## config.mk

```make
export PLATFORM = sky130hd
export DESIGN_NAME = msc_ctrl
export DESIGN_NICKNAME = d
export VERILOG_FILES = /design/src/rtl/msc_pkg.sv /design/src/rtl/msc_ctrl.sv
export SDC_FILE = /design/constraint.sdc
export NUM_CORES = 1
export LEC_CHECK = 0
export BUFFER_PORTS_ARGS = -buffer_cell sky130_fd_sc_hd__buf_2
export CELL_PAD_IN_SITES_DETAIL_PLACEMENT = 1
export CELL_PAD_IN_SITES_GLOBAL_PLACEMENT = 2
export CORE_AREA = 2 2 39 41
export DETAILED_ROUTE_END_ITERATION = 10
export DIE_AREA = 0 0 41 43
export PLACE_DENSITY = 0.52
export SETUP_SLACK_MARGIN = 0.2
export SYNTH_ARGS = -nofsm -noshare
export SYNTH_HDL_FRONTEND = slang
export SYNTH_SLANG_ARGS = --single-unit
```

## constraint.sdc

```tcl
create_clock -name aclk -period 3.2 [get_ports aclk]
set_input_delay 0.16 -clock aclk [delete_from_list [all_inputs] [get_ports aclk]]
set_output_delay 0.16 -clock aclk [all_outputs]
set_load 0.005 [all_outputs]
```

## src/rtl/msc_pkg.sv

```systemverilog
// ----------------------------------------------------------------------------
// msc_pkg
// Shared constants, codes and types of the MIPS subset core.
// ----------------------------------------------------------------------------
package msc_pkg;

    // Store sizes in words and the matching address widths
    localparam int unsigned PROG_WORDS = 4096;
    localparam int unsigned DATA_WORDS = 4096;
    localparam int unsigned PROG_AW    = $clog2(PROG_WORDS);
    localparam int unsigned DATA_AW    = $clog2(DATA_WORDS);

    // Payload widths
    localparam int unsigned IN_DATA_W  = 48;
    localparam int unsigned OUT_DATA_W = 240;
    localparam int unsigned CFG_W      = 15;

    // Request kinds
    localparam logic [1:0] REQ_LOAD_PROG = 2'd0;
    localparam logic [1:0] REQ_LOAD_DATA = 2'd1;
    localparam logic [1:0] REQ_STEP      = 2'd2;
    localparam logic [1:0] REQ_RESTART   = 2'd3;

    // Primary opcodes
    localparam logic [5:0] OP_RTYPE = 6'h00;
    localparam logic [5:0] OP_J     = 6'h02;
    localparam logic [5:0] OP_JAL   = 6'h03;
    localparam logic [5:0] OP_BEQ   = 6'h04;
    localparam logic [5:0] OP_BNE   = 6'h05;
    localparam logic [5:0] OP_ADDI  = 6'h08;
    localparam logic [5:0] OP_SLTIU = 6'h0B;
    localparam logic [5:0] OP_ANDI  = 6'h0C;
    localparam logic [5:0] OP_XORI  = 6'h0E;
    localparam logic [5:0] OP_LW    = 6'h23;
    localparam logic [5:0] OP_SW    = 6'h2B;

    // R-type codes, matched on the low 11 bits
    localparam logic [10:0] FN_SLLV    = 11'h004;
    localparam logic [10:0] FN_JR      = 11'h008;
    localparam logic [10:0] FN_SYSCALL = 11'h00C;
    localparam logic [10:0] FN_ADD     = 11'h020;
    localparam logic [10:0] FN_SUB     = 11'h022;
    localparam logic [10:0] FN_AND     = 11'h024;
    localparam logic [10:0] FN_OR      = 11'h025;
    localparam logic [10:0] FN_XOR     = 11'h026;
    localparam logic [10:0] FN_NOR     = 11'h027;
    localparam logic [10:0] FN_SLTU    = 11'h02B;
    localparam logic [10:0] FN_MUL     = 11'h098;

    // Register numbers used by the syscall report and the JAL link
    localparam logic [4:0] REG_V0 = 5'd2;
    localparam logic [4:0] REG_A0 = 5'd4;
    localparam logic [4:0] REG_A1 = 5'd5;
    localparam logic [4:0] REG_A2 = 5'd6;
    localparam logic [4:0] REG_RA = 5'd31;

    // Exit service codes
    localparam logic [31:0] SVC_EXIT   = 32'd10;
    localparam logic [31:0] SVC_EXIT2  = 32'd17;

    // Controller to datapath commands
    typedef struct packed {
        logic accept;
        logic fetch;
        logic exec;
        logic wb;
    } msc_cmd_t;

    // Datapath to controller status
    typedef struct packed {
        logic step_go;
        logic out_free;
    } msc_sts_t;

    function automatic logic [31:0] swap_bytes(input logic [31:0] w);
        return {w[7:0], w[15:8], w[23:16], w[31:24]};
    endfunction

endpackage

```

## src/rtl/msc_ctrl.sv

```systemverilog
// ----------------------------------------------------------------------------
// msc_ctrl
// Sequencer: accept an item, fetch and execute unhalted steps, then write back.
// ----------------------------------------------------------------------------
module msc_ctrl (
    input  logic              aclk,
    input  logic              aresetn,
    input  logic              s_tvalid,
    output logic              s_tready,
    input  msc_pkg::msc_sts_t sts,
    output msc_pkg::msc_cmd_t cmd
);

    localparam logic [1:0] S_IDLE  = 2'd0;
    localparam logic [1:0] S_FETCH = 2'd1;
    localparam logic [1:0] S_EXEC  = 2'd2;
    localparam logic [1:0] S_WB    = 2'd3;

    logic [1:0] state_reg;
    logic [1:0] state_next;

    // Next state and commands
    always_comb begin
        state_next = state_reg;
        cmd        = '0;
        s_tready   = 1'b0;
        case (state_reg)
            S_IDLE: begin
                s_tready = 1'b1;
                if (s_tvalid) begin
                    cmd.accept = 1'b1;
                    state_next = sts.step_go ? S_FETCH : S_WB;
                end
            end
            S_FETCH: begin
                cmd.fetch  = 1'b1;
                state_next = S_EXEC;
            end
            S_EXEC: begin
                cmd.exec   = 1'b1;
                state_next = S_WB;
            end
            S_WB: begin
                if (sts.out_free) begin
                    cmd.wb     = 1'b1;
                    state_next = S_IDLE;
                end
            end
            default: begin
                state_next = S_IDLE;
            end
        endcase
    end

    always_ff @(posedge aclk) begin
        if (!aresetn) begin
            state_reg <= S_IDLE;
        end else begin
            state_reg <= state_next;
        end
    end

endmodule

```

Word level (Yosys, flattened, before mapping)

Cells that the tools add are included.

Register bits after elaboration: 2
Bits of input ports: 5
Output and inout port bits: 5
Logic and storage cells: 19

Equal/unequal tests: 5
Multiplexer cells: 11
Reduce and logical (&&, ||, !) cells: 2

Operators with widths:

| kind                                                             | number |
|---|---|
| 2-bit case mux with 4 select lines                               | 1 |
| 1-bit 2-to-1 mux                                                 | 7 |
| 2-bit 2-to-1 mux                                                 | 3 |
| 2-bit == test (second input constant)                            | 2 |
| 2-bit inequality test (second input constant)                    | 2 |
| 2-bit by 1-bit == test with 1-bit output (second input constant) | 1 |
| 2-bit zero test                                                  | 1 |
| 2-bit AND reduction                                              | 1 |

Longest topological paths before layout

Depth after elaboration: 3
Gate-level depth with buffers: 5
Mapped depth without buffers: 5

Least setup slack after synthesis

No wires, ideal clock.

Kind: register -> register
From: reg state_reg[0]
To: reg state_reg[1]
Setup time: 91 ps
Arrival: 1054 ps
Data required time: 3109 ps
Path slack: 2055 ps
Stages on the path, launching flop included: 6
Path buffers: 0
Period minus slack after synthesis: 1145 ps
Cell sequence: dfxtp_1 inv_1 ha_1 nand2b_1 a21oi_1 a311oi_1

Longest elaborated chain between the ends: 3
Elaborated cells on any way between the ends: 8
Classes of those cells: eq/ne: 5; mux: 1; reduce/logical: 2

RTL lines:

| what                                                    | line           | source |
|---|---|---|
| start, declared                                         | msc_ctrl.sv:19 | `logic [1:0] state_reg;` |
| start signal, assigned                                  | msc_ctrl.sv:59 | `state_reg <= state_next;` |
| 2-bit == test / 2-bit zero test (equally long branches) | msc_ctrl.sv:27 | `case (state_reg)` |
| 2-bit inequality test (no line)                         | --             |  |
| 2-bit AND reduction (no line)                           | --             |  |

Parallel ways exist; a longest one is shown, timed or not.
A chain may end at the register's enable or synchronous reset.

==> metrics.cfg <==
[global_route]
first_global_vias=185
antenna_found_initial=0
grt_pass1_wl_um=731
grt_overflow_total=0
grtUsageTotal_pct=6.61
grt_max_degree=6

[cts]
htreeDepth=1
insertion_delay_ns=0.22
post_cts_buffers=0
cts.sinks=2
clockBufferDepth=2
cts_root_buffer=clkbuf_4
ctsHoldBuffers=0
clkSlewWorstSetupHoldPaths_ns=0.03
postCtsResizedCells=0
cts_tree=yes
cts_buffers=3

[floorplan]
core_um2=1380
die_h_um=43
die_area_um2=1760
num_rows=14
die_w_um=41
start_util_pct=12.4
io_pins=10

[setup_path]
startpoint_type=register
end_kind=output port
cp_cell_sequence=inv_1, ha_1, and2_2, buf_2
arrival_ns=1.23
cpMaxStageDelayCell=dfxtp_1
critPathMaxStageDelay_ns=0.38
critPathMaxFanout=5
path_class=reg -> out
cp_data_required_time_ns=3.04

[outcome]
outcome=completed

[hold_path]
min_path_type=in -> reg

[route]
dr.first_iter.drc_count=1
wl_per_cell_um=8.73
finalWirelength_um=419
drc=0
top_layer_used=met3
wl_met2_um=158
num_vias=173
dr_wl_met3_um=37
drt-pass1-iter-count=2
ant_nets=0
vias_per_cell=3.60
wl_met1_um=223

[finish]
fin_nets=43
drive_gt1_share_pct=40.6
antenna_cells=0
largest_reg_flops=2
syn_to_final_growth_pct=51.1

[power_and_ir_drop]
total_power_uw=226
pwr-share-comb_pct=52.3
power_leakage_nw=0.141
seqPwrFrac_pct=23.0
power_density_nw_per_um2=871
power.switching_uw=87.3
peakVddDrop_v=0.000250
clockPowerShare_pct=24.7
p_int_uw=138
p_sw_share_pct=38.7

[timing]
fin_crit_sh_pct=43.4
rsz0062_at_grt=no
worstMarginPinSlew_ns=0.197
period_minus_slack_ns=1.39
slew_violations=0
finalHoldViolations=0
clock_skew_ns=0.000452
holdWs_ns=0.192
setup_tns_ns=0
fmaxAchievable_ghz=0.720
setup_violations=0
fin_ws_ns=1.81
relSlewSlack_pct=86.8

[synthesis]
ys_seq_area_share_pct=23.4
syn_area_um2=171
synth-seq-cells=2
ys_warn_count=0
ys_types=11
syn_avg_cell_area_um2=8.57
syn-instance-count=20
synth_nets=29

[place]
pre_cts_ws_ns=1.92
place_congestion=0.638
port_buffers=9

[job]
cap_viol_max_count=0

[worst max-delay path, delay by kind of cell (launching register included)]
family / cells / cell delay (ns)
simple gates: 1 / 0.18
fa+ha+maj: 1 / 0.24
flops: 1 / 0.38
buf+inv: 2 / 0.20
[Yosys cell counts]
library cell | n | share of area [%]
mux2i_1 | 1 | 5.8
nand2b_1 | 2 | 7.3
a311oi_1 | 1 | 5.1
dfxtp_1 | 2 | 23
a21oi_1 | 2 | 5.8
inv_1 | 4 | 8.8
and2_1 | 1 | 3.7
ha_1 | 4 | 29
a211oi_1 | 1 | 4.4
nor2_1 | 1 | 2.2
and2_2 | 1 | 4.4
[kinds of logic (layout without fill, tap and decap cells)]
family          after synthesis  count (layout)  synth area share, %
simple gates                  5               5                 17.5
fa+ha+maj                     4               4                 29.2
compound gates                4               4                 15.3
buf+inv                       4              16                 8.76
flops                         2               2                 23.4
mux                           1               1                 5.84
[path summary, 6_finish.rpt]
path | cells after the start | slack, ns | from | endpoint
setup reg to reg | 5 | 1.94 | state_reg[1] | state_reg[1]
setup / recovery | 4 | 1.81 | state_reg[1] | cmd[3]
hold / removal | 3 | 0.19 | aresetn | state_reg[1]
hold reg to reg | 2 | 0.55 | state_reg[0] | state_reg[0]
[power groups by stage]
| stage | clock, mW | sequential, mW | combinational, mW |
|---|---|---|---|
| 3_3_place_gp | 0 | 0.0512 | 0.124 |
| 5_1_grt | 0.0611 | 0.0547 | 0.138 |
| 2_1_floorplan | 0 | 0.0482 | 0.0807 |
| 6_report | 0.0557 | 0.0520 | 0.118 |
| 4_1_cts | 0.0604 | 0.0523 | 0.121 |
| 3_5_place_dp | 0 | 0.0521 | 0.120 |
[layer usage]
| metal | global-route usage, % | vias to the layer above |
|---|---|---|
| li1 | - | 90 |
| met1 | 9.27 | 73 |
| met2 | 6.88 | 10 |
| met3 | 1.57 | 0 |
| met4 | 8.00 | 0 |
| met5 | 0 | - |
[stage by stage]
stage               util, %  area (um2)  std cells
floorplan                 -         171         20
global route           18.7         259         48
finish                 18.7         259         48
detailed placement     17.1         236         45
CTS                    18.7         259         48
global placement       17.1         236         45
[cell usage in the layout, fill, tap and decap left out]
master    instances
and2_1            1
nand2b_1          2
nor2_1            1
a211oi_1          1
buf_2             9
inv_1             4
a311oi_1          1
and2_2            1
mux2i_1           1
clkbuf_4          3
dfxtp_1           2
a21oi_1           2
ha_1              4
[area by class of cell]
type	count	area [um2]
clock buffers	3	22.5
fillers	176	1120
inverters	4	15.0
multi-input cells	14	116
flip-flops and latches	2	40.0
well taps	16	20.0
repair buffers	9	45.0
(Power assumes the default switching activity.)
